$ cat src/sv/sir_pkg.sv
package sir_pkg;

  localparam int ID_W    = 16;
  localparam int CMD_W   = 3;
  localparam int STAT_W  = 4;
  localparam int SLOT_W  = 4;
  localparam int COUNT_W = 5;
  localparam int PIDX_W  = 8;

  typedef enum logic [CMD_W-1:0] {
    CMD_SPAWN   = 3'd0,
    CMD_DESPAWN = 3'd1,
    CMD_FIND    = 3'd2,
    CMD_LOCAL   = 3'd3,
    CMD_PAIR    = 3'd4
  } cmd_t;

  typedef enum logic [STAT_W-1:0] {
    STAT_OK             = 4'd0,
    STAT_FULL           = 4'd1,
    STAT_BAD_ID         = 4'd2,
    STAT_RETIRED        = 4'd3,
    STAT_DUPLICATE      = 4'd4,
    STAT_LOCAL_TAKEN    = 4'd5,
    STAT_SETUP_REJECTED = 4'd6,
    STAT_NOT_FOUND      = 4'd7,
    STAT_BAD_PAIR       = 4'd8
  } status_t;

  typedef enum logic [1:0] {
    OP_HOLD,
    OP_INSERT,
    OP_REMOVE
  } cell_op_t;

  typedef struct packed {
    cell_op_t        op;
    logic [ID_W-1:0] key;
  } cell_ctl_t;

  typedef enum logic [2:0] {
    S_IDLE,
    S_LOAD,
    S_SCAN,
    S_APPLY,
    S_PAIR,
    S_DONE
  } fsm_t;

endpackage

$ cat src/sv/sir_cell.sv
module sir_cell (
  input  logic                    clk,
  input  logic                    rst,
  input  sir_pkg::cell_ctl_t      ctl,
  input  logic [sir_pkg::ID_W-1:0] left_val,
  input  logic                    left_valid,
  input  logic                    left_lt,
  input  logic [sir_pkg::ID_W-1:0] right_val,
  input  logic                    right_valid,
  output logic [sir_pkg::ID_W-1:0] val,
  output logic                    valid,
  output logic                    lt,
  output logic                    eq
);
  import sir_pkg::*;

  assign lt = valid && (val < ctl.key);
  assign eq = valid && (val == ctl.key);

  // insert: the first cell not below the key takes it, later cells take the left neighbor
  // remove: every cell not below the key takes the right neighbor
  always_ff @(posedge clk) begin
    if (rst) begin
      valid <= 1'b0;
    end else begin
      unique case (ctl.op)
        OP_INSERT: begin
          if (!lt) begin
            valid <= left_lt ? 1'b1 : left_valid;
          end
        end
        OP_REMOVE: begin
          if (!lt) begin
            valid <= right_valid;
          end
        end
        default: begin
        end
      endcase
    end
  end

  always_ff @(posedge clk) begin
    unique case (ctl.op)
      OP_INSERT: begin
        if (!lt) begin
          val <= left_lt ? ctl.key : left_val;
        end
      end
      OP_REMOVE: begin
        if (!lt) begin
          val <= right_val;
        end
      end
      default: begin
      end
    endcase
  end

endmodule

$ cat src/sv/sorted_id_roster.sv
// Sorted id roster: a row of MAX_ENTRIES cells holds entrant ids in ascending order. Every
// cell compares its id against a broadcast key in parallel; the controller then walks the
// resulting flags one slot per cycle to find the sorted position, and an insert or removal
// moves every cell from that position up by one neighbor at once. Spawn, despawn, find and
// local query wait for that flag walk to reach the sorted position before they are applied.
// Pair unranking steps one triangle row per cycle, and unused command codes go straight to
// the result. One command is in flight at a time; the result sits in an output register so
// a new command can be taken while it waits to be transferred.
module sorted_id_roster #(
  parameter int MAX_ENTRIES = 16,
  parameter int ID_LIMIT    = 65534
) (
  input  logic                        clk,
  input  logic                        rst,
  input  logic                        in_valid,
  output logic                        in_stall,
  input  logic [sir_pkg::CMD_W-1:0]   command,
  input  logic [sir_pkg::ID_W-1:0]    entrant_id,
  input  logic                        local_player,
  input  logic                        setup_ok,
  input  logic [sir_pkg::PIDX_W-1:0]  pair_index,
  output logic                        out_valid,
  input  logic                        out_stall,
  output logic                        success,
  output logic [sir_pkg::STAT_W-1:0]  status,
  output logic [sir_pkg::ID_W-1:0]    result_id,
  output logic [sir_pkg::SLOT_W-1:0]  slot,
  output logic [sir_pkg::SLOT_W-1:0]  first_slot,
  output logic [sir_pkg::SLOT_W-1:0]  second_slot,
  output logic [sir_pkg::COUNT_W-1:0] entrant_count
);
  import sir_pkg::*;

  localparam int CNT_W = $clog2(MAX_ENTRIES + 1);
  localparam int SW    = (CNT_W + 1 > PIDX_W) ? CNT_W + 1 : PIDX_W;

  fsm_t state, state_next;

  cmd_t              cmd_r;
  logic [ID_W-1:0]   key;
  logic              want_local;
  logic              setup_r;
  logic [PIDX_W-1:0] rem;
  logic [CNT_W-1:0]  a_cnt;
  logic [CNT_W-1:0]  pos;
  logic [CNT_W-1:0]  count;
  logic [ID_W-1:0]   next_auto_id;
  logic [ID_W-1:0]   retire_floor;
  logic [ID_W-1:0]   local_id;
  logic [MAX_ENTRIES-1:0] lt_sh, eq_sh;

  logic              res_success;
  status_t           res_status;
  logic [ID_W-1:0]   res_id;
  logic [SW-1:0]     res_slot, res_first, res_second;

  cell_ctl_t         ctl;
  logic [ID_W-1:0]   cell_val   [MAX_ENTRIES];
  logic              cell_valid [MAX_ENTRIES];
  logic [MAX_ENTRIES-1:0] lt_vec, eq_vec;

  logic              in_go, out_free;
  status_t           spawn_status;
  logic              found;
  logic [SW-1:0]     n_w, a_w, rem_w, row_w;
  logic              pair_end, pair_hit;

  genvar gi;
  generate
    for (gi = 0; gi < MAX_ENTRIES; gi++) begin : g_cell
      logic [ID_W-1:0] lv, rv;
      logic            lvalid, llt, rvalid;
      if (gi == 0) begin : g_head
        assign lv     = '0;
        assign lvalid = 1'b0;
        assign llt    = 1'b1;
      end else begin : g_mid
        assign lv     = cell_val[gi-1];
        assign lvalid = cell_valid[gi-1];
        assign llt    = lt_vec[gi-1];
      end
      if (gi == MAX_ENTRIES - 1) begin : g_tail
        assign rv     = '0;
        assign rvalid = 1'b0;
      end else begin : g_body
        assign rv     = cell_val[gi+1];
        assign rvalid = cell_valid[gi+1];
      end
      sir_cell u_cell (
        .clk         (clk),
        .rst         (rst),
        .ctl         (ctl),
        .left_val    (lv),
        .left_valid  (lvalid),
        .left_lt     (llt),
        .right_val   (rv),
        .right_valid (rvalid),
        .val         (cell_val[gi]),
        .valid       (cell_valid[gi]),
        .lt          (lt_vec[gi]),
        .eq          (eq_vec[gi])
      );
    end
  endgenerate

  assign in_go    = in_valid && (state == S_IDLE);
  assign out_free = !out_valid || !out_stall;
  assign found    = eq_sh[0];

  assign n_w      = SW'(count);
  assign a_w      = SW'(a_cnt);
  assign rem_w    = SW'(rem);
  assign row_w    = n_w - a_w - SW'(1);
  assign pair_end = (a_w + SW'(1)) >= n_w;
  assign pair_hit = !pair_end && (rem_w < row_w);

  always_comb begin
    if (count >= CNT_W'(MAX_ENTRIES)) begin
      spawn_status = STAT_FULL;
    end else if (key == '0 || key > ID_W'(ID_LIMIT)) begin
      spawn_status = STAT_BAD_ID;
    end else if (key < retire_floor) begin
      spawn_status = STAT_RETIRED;
    end else if (found) begin
      spawn_status = STAT_DUPLICATE;
    end else if (want_local && local_id != '0) begin
      spawn_status = STAT_LOCAL_TAKEN;
    end else if (!setup_r) begin
      spawn_status = STAT_SETUP_REJECTED;
    end else begin
      spawn_status = STAT_OK;
    end
  end

  always_ff @(posedge clk) begin
    if (rst) begin
      state <= S_IDLE;
    end else begin
      state <= state_next;
    end
  end

  always_comb begin
    state_next = state;
    in_stall   = (state != S_IDLE);
    ctl.op     = OP_HOLD;
    ctl.key    = key;
    unique case (state)
      S_IDLE: begin
        if (in_valid) begin
          if (command == CMD_PAIR) begin
            state_next = S_PAIR;
          end else if (command <= CMD_LOCAL) begin
            state_next = S_LOAD;
          end else begin
            state_next = S_DONE;
          end
        end
      end
      S_LOAD: begin
        state_next = S_SCAN;
      end
      S_SCAN: begin
        if (!lt_sh[0]) begin
          state_next = S_APPLY;
        end
      end
      S_APPLY: begin
        state_next = S_DONE;
        if (cmd_r == CMD_SPAWN && spawn_status == STAT_OK) begin
          ctl.op = OP_INSERT;
        end else if (cmd_r == CMD_DESPAWN && found) begin
          ctl.op = OP_REMOVE;
        end
      end
      S_PAIR: begin
        if (pair_hit || pair_end) begin
          state_next = S_DONE;
        end
      end
      S_DONE: begin
        if (out_free) begin
          state_next = S_IDLE;
        end
      end
      default: begin
        state_next = S_IDLE;
      end
    endcase
  end

  // roster state
  always_ff @(posedge clk) begin
    if (rst) begin
      count        <= '0;
      next_auto_id <= ID_W'(1);
      retire_floor <= ID_W'(1);
      local_id     <= '0;
    end else if (state == S_APPLY) begin
      if (cmd_r == CMD_SPAWN && spawn_status == STAT_OK) begin
        count <= count + CNT_W'(1);
        if (key >= next_auto_id) begin
          next_auto_id <= key + ID_W'(1);
        end
        if (want_local) begin
          local_id <= key;
        end
      end else if (cmd_r == CMD_DESPAWN && found) begin
        count <= count - CNT_W'(1);
        if (key >= retire_floor) begin
          retire_floor <= key + ID_W'(1);
        end
        if (local_id == key) begin
          local_id <= '0;
        end
      end
    end
  end

  // command datapath
  always_ff @(posedge clk) begin
    if (in_go) begin
      cmd_r      <= cmd_t'(command);
      want_local <= local_player;
      setup_r    <= setup_ok;
      rem        <= pair_index;
      a_cnt      <= '0;
      if (command == CMD_SPAWN) begin
        key <= (entrant_id != '0) ? entrant_id : next_auto_id;
      end else if (command == CMD_LOCAL) begin
        key <= local_id;
      end else begin
        key <= entrant_id;
      end
      res_success <= 1'b0;
      res_status  <= STAT_OK;
      res_id      <= '0;
      res_slot    <= '0;
      res_first   <= '0;
      res_second  <= '0;
    end
    unique case (state)
      S_LOAD: begin
        lt_sh <= lt_vec;
        eq_sh <= eq_vec;
        pos   <= '0;
      end
      S_SCAN: begin
        if (lt_sh[0]) begin
          lt_sh <= lt_sh >> 1;
          eq_sh <= eq_sh >> 1;
          pos   <= pos + CNT_W'(1);
        end
      end
      S_APPLY: begin
        unique case (cmd_r)
          CMD_SPAWN: begin
            res_status <= spawn_status;
            if (spawn_status == STAT_OK) begin
              res_success <= 1'b1;
              res_id      <= key;
              res_slot    <= SW'(pos);
            end
          end
          CMD_DESPAWN, CMD_FIND: begin
            if (found) begin
              res_success <= 1'b1;
              res_slot    <= SW'(pos);
            end else begin
              res_status <= STAT_NOT_FOUND;
            end
          end
          CMD_LOCAL: begin
            res_id <= key;
            if (found) begin
              res_success <= 1'b1;
              res_slot    <= SW'(pos);
            end else begin
              res_status <= STAT_NOT_FOUND;
            end
          end
          default: begin
          end
        endcase
      end
      S_PAIR: begin
        if (pair_hit) begin
          res_success <= 1'b1;
          res_first   <= a_w;
          res_second  <= a_w + SW'(1) + rem_w;
        end else if (pair_end) begin
          res_status <= STAT_BAD_PAIR;
        end else begin
          rem   <= PIDX_W'(rem_w - row_w);
          a_cnt <= a_cnt + CNT_W'(1);
        end
      end
      default: begin
      end
    endcase
  end

  always_ff @(posedge clk) begin
    if (rst) begin
      out_valid <= 1'b0;
    end else if (state == S_DONE && out_free) begin
      out_valid <= 1'b1;
    end else if (!out_stall) begin
      out_valid <= 1'b0;
    end
  end

  always_ff @(posedge clk) begin
    if (state == S_DONE && out_free) begin
      success       <= res_success;
      status        <= res_status;
      result_id     <= res_id;
      slot          <= res_slot[SLOT_W-1:0];
      first_slot    <= res_first[SLOT_W-1:0];
      second_slot   <= res_second[SLOT_W-1:0];
      entrant_count <= n_w[COUNT_W-1:0];
    end
  end

endmodule

$ cat config.mk
export PLATFORM = sky130hd
export DESIGN_NAME = sorted_id_roster
export DESIGN_NICKNAME = d
export VERILOG_FILES = /design/src/sv/sir_pkg.sv /design/src/sv/sir_cell.sv /design/src/sv/sorted_id_roster.sv
export SDC_FILE = /design/constraint.sdc
export NUM_CORES = 1
export LEC_CHECK = 0
export BUFFER_PORTS_ARGS = -buffer_cell sky130_fd_sc_hd__buf_2
export CORE_MARGIN = 2
export CORE_UTILIZATION = 55
export DETAILED_ROUTE_END_ITERATION = 8
export PLACE_DENSITY = 0.77
export SLEW_MARGIN = 20
export SYNTH_ARGS = -nofsm -noshare
export SYNTH_HDL_FRONTEND = slang
export SYNTH_SLANG_ARGS = --single-unit
$ cat constraint.sdc
create_clock -name clk -period 3.6 [get_ports clk]
set_input_delay 0.72 -clock clk [delete_from_list [all_inputs] [get_ports clk]]
set_output_delay 0.72 -clock clk [all_outputs]
set_load 0.02 [all_outputs]
==> flow_metrics.env <==
export IMPL_status="finished, final reports clean"
export IMPL_async_flop_share_pct=0
export IMPL_hold_buffers=0
export IMPL_post_drt_via_cell_ratio=6.51
export IMPL_crit_slowest_cell="nor4_1"
export IMPL_final_cells=3884
export IMPL_synth_area_per_cell_um2=9.77
export IMPL_min_period_ns=3.43
export IMPL_worstPathRequired_ns=3.91
export IMPL_io_buffers=72
export IMPL_r2r_end="g_cell[14].u_cell.val[14]"
export IMPL_synthAdderAreaFrac_pct=13.5
export IMPL_final_hold_violation_count=0
export IMPL_max_clock_freq_mhz=292
export IMPL_start_util_pct=55.7
export IMPL_final_nets=3498
export IMPL_drv_slew=0
export IMPL_grt_usage_pct=33.5
export IMPL_synth_edf_count=351
export IMPL_grt_pass1_vias=24600
export IMPL_path_max_fanout=21
export IMPL_fin_ws_ns=0.170
export IMPL_drc=0
export IMPL_synth_top_area_cell="edfxtp_1"
export IMPL_clk_pin_slew_worst_paths_ns=0.06
export IMPL_largest_register_ff_count=256
export IMPL_final_setup_viol_count=0
export IMPL_powerDensity_nw_per_um2=483
export IMPL_cts_root_buf="clkbuf_16"
export IMPL_cp_startpoint="key[12]"
export IMPL_fin_worst_skew_ns=0.0285
export IMPL_cts_tree="done"
export IMPL_dpl_cell_area_um2=31700
export IMPL_clk_latency_ns=0.64
export IMPL_synthMuxAreaShare_pct=7.80
export IMPL_gr_total_overflow=0
export IMPL_postCtsSetupBuffers=0
export IMPL_cts_inserted_buffers=52
export IMPL_ys_ff_latch=470
export IMPL_path_buf_inv=5
export IMPL_power_total_mw=16.2
export IMPL_dp_hpwl_mm=66.9
export IMPL_timing_final_crit_share_pct=95.3
export IMPL_critPathMostFrequentCell="buf_4"
export IMPL_yosysSeqAreaShare_pct=43.1
export IMPL_synth_top_area_share_pct=35.2
export IMPL_cp_end_kind="flip-flop"
export IMPL_yosys_area_share_simple_pct=14.9
export IMPL_dp_slack_ns=0.170
export IMPL_synthXorXnorAreaFrac_pct=1.52
export IMPL_fin_area_um2=33600
export IMPL_ys_warn_count=0
export IMPL_synth_compound_area_share_pct=14.9
export IMPL_syn_nets=3423
export IMPL_cap_violations=0
export IMPL_cp_cell_sequence="buf_4 > inv_1 > buf_12 > ha_1 > nand2_1 > nor4_1 > a221oi_1 > a31oi_2 > buf_4 > and2_1 > buf_4"
export IMPL_cp_start_kind="flip-flop"
export IMPL_ir_drop_uv=459
export IMPL_whs_ns=0.269
export IMPL_utilization_pct=62.4
export IMPL_synthCells=3068
export IMPL_path_depth=11
export IMPL_synth_top_family_by_area="compound AO/OA/AOI/OAI gates"
export IMPL_ant_nets=0
export IMPL_die_h_um=237
export IMPL_htree_levels=2
export IMPL_worst_setup_path_type="reg -> reg"
export IMPL_antenna_found_initial=2
export IMPL_n_fill_cell=4305
export IMPL_yosys_most_used_dff="edfxtp_1"
export IMPL_vias=25300
export IMPL_rr_worst_depth=11
export IMPL_syn_area_um2=30000
export IMPL_cts_sinks=470
export IMPL_worstSetupEndpoint="g_cell[14].u_cell.val[14]"
export IMPL_relSlewSlack_pct=31.3
export IMPL_areaGrowthSynthToFinish_pct=12.0
export IMPL_grt_max_degree=125
export IMPL_routedWlPerCell_um=24.6
export IMPL_r2r_start="key[12]"
export IMPL_grt_pass1_wl_mm=145
export IMPL_min_delay_path_class="in -> reg"
export IMPL_synth_common_cells="edfxtp_1, ha_1, nand2_1"
export IMPL_worstMarginPinSlew_ns=1.03
export IMPL_first_iter_violations=2543
export IMPL_cp_arrival_ns=3.74
export IMPL_die_area_um2=56400
export IMPL_regMostFlops="g_cell.u_cell.val"
export IMPL_ys_types=83
export IMPL_io_pins=73
export IMPL_rows=85
export IMPL_place_gp_congestion=0.931
export IMPL_reg2reg_slack_ns=0.17
export IMPL_cp_top_family="buffers and inverters"
export IMPL_rsz0062_at_grt="false"
export IMPL_routed_wl_mm=95.4
export IMPL_crit_path_max_incr_delay_ns=0.58
export IMPL_place_inst=3784
export IMPL_coreArea_um2=53800
export IMPL_synth_most_common_cell="edfxtp_1"
export IMPL_die_w_um=237
export IMPL_synth_area_leaders="edfxtp_1, ha_1, dfxtp_1, mux2i_1, o21ai_0"
export IMPL_drive_gt1_share_pct=10.5
export IMPL_power_leakage_nw=13.7
export IMPL_tns_ns=0
export IMPL_clockBufferDepth=3
export IMPL_first_pass_iters=8
## metal layers
layer  up-vias  global-route usage [%]  routed length [um]
li1      11400                       -                   -
met1     12100                    43.9               37300
met4         0                    17.1                5520
met3       319                    5.32                9230
met5         -                       0                   0
met2      1439                    54.0               43400
## worst min-delay path by stage
stage                  startpoint  slack, ns             end  cells past startpoint
floorplan            res_first[0]       0.41   first_slot[0]                      0
finish               local_player       0.27      want_local                      1
global route         local_player       0.26      want_local                      1
CTS                  local_player       0.25      want_local                      1
detailed placement  res_second[1]       0.41  second_slot[1]                      0
global placement       res_id[11]       0.41   result_id[11]                      0
## layout make-up
cell class,instances,area (um^2),share of cell area (%)
multi-input combinational,2296,15900,47.3
sequential,470,12900,38.5
timing repair buffer,205,1590,4.75
clock buffer,66,1390,4.15
tap,696,871,2.60
inverter,118,445,1.33
clock inverter,32,443,1.32
antenna,1,2.50,0.00746
## power breakdown
part | leakage [nW] | internal (mW) | switching (mW) | total (mW)
Clock | 0.890 | 3.36 | 2.41 | 5.77
Sequential | 4.16 | 6.18 | 0.259 | 6.44
Combinational | 8.66 | 1.38 | 2.61 | 3.99
## logic make-up after synthesis
group / count (synthesis)
buffers and inverters: 302
DFF: 470
AOI/OAI and AO/OA: 723
and+or+nand+nor: 966
adders and majority gates: 322
muxes: 233
xor gates and xnor gates: 52
## cell usage in the layout, fill, tap and decap left out, drive strengths merged, types with 17 or more instances in the layout
| cell | synthesis | final |
|---|---|---|
| nand2b | 28 | 28 |
| o21a | 19 | 19 |
| nor2 | 281 | 281 |
| a211oi | 55 | 55 |
| dfxtp | 119 | 119 |
| inv | 118 | 124 |
| buf | 60 | 205 |
| nand4 | 44 | 44 |
| nor3 | 82 | 82 |
| a21o | 50 | 50 |
| and3 | 17 | 17 |
| or3 | 21 | 21 |
| and2 | 17 | 17 |
| o21ai | 257 | 257 |
| o31ai | 17 | 17 |
| nand2 | 319 | 319 |
| a221oi | 17 | 17 |
| clkbuf | 124 | 66 |
| nor2b | 23 | 23 |
| xnor2 | 39 | 39 |
| mux2i | 230 | 230 |
| a211o | 17 | 17 |
| nand3 | 85 | 85 |
| edfxtp | 351 | 351 |
| a21oi | 204 | 204 |
| ha | 318 | 318 |
## worst reg2reg max path, delay by kind of cell (launching register included)
kind / cells / cell delay, ns
DFF: 1 / 0.35
buffers and inverters: 5 / 1.06
and+or+nand+nor: 3 / 0.85
adders and majority gates: 1 / 0.37
AOI/OAI and AO/OA: 2 / 0.48
## repair_timing
item	CTS	global route
setup endpoints to repair	0	8
gates resized for setup	0	2
endpoints found under the hold margin	0	0
Power figures use the tool's default switching activity.
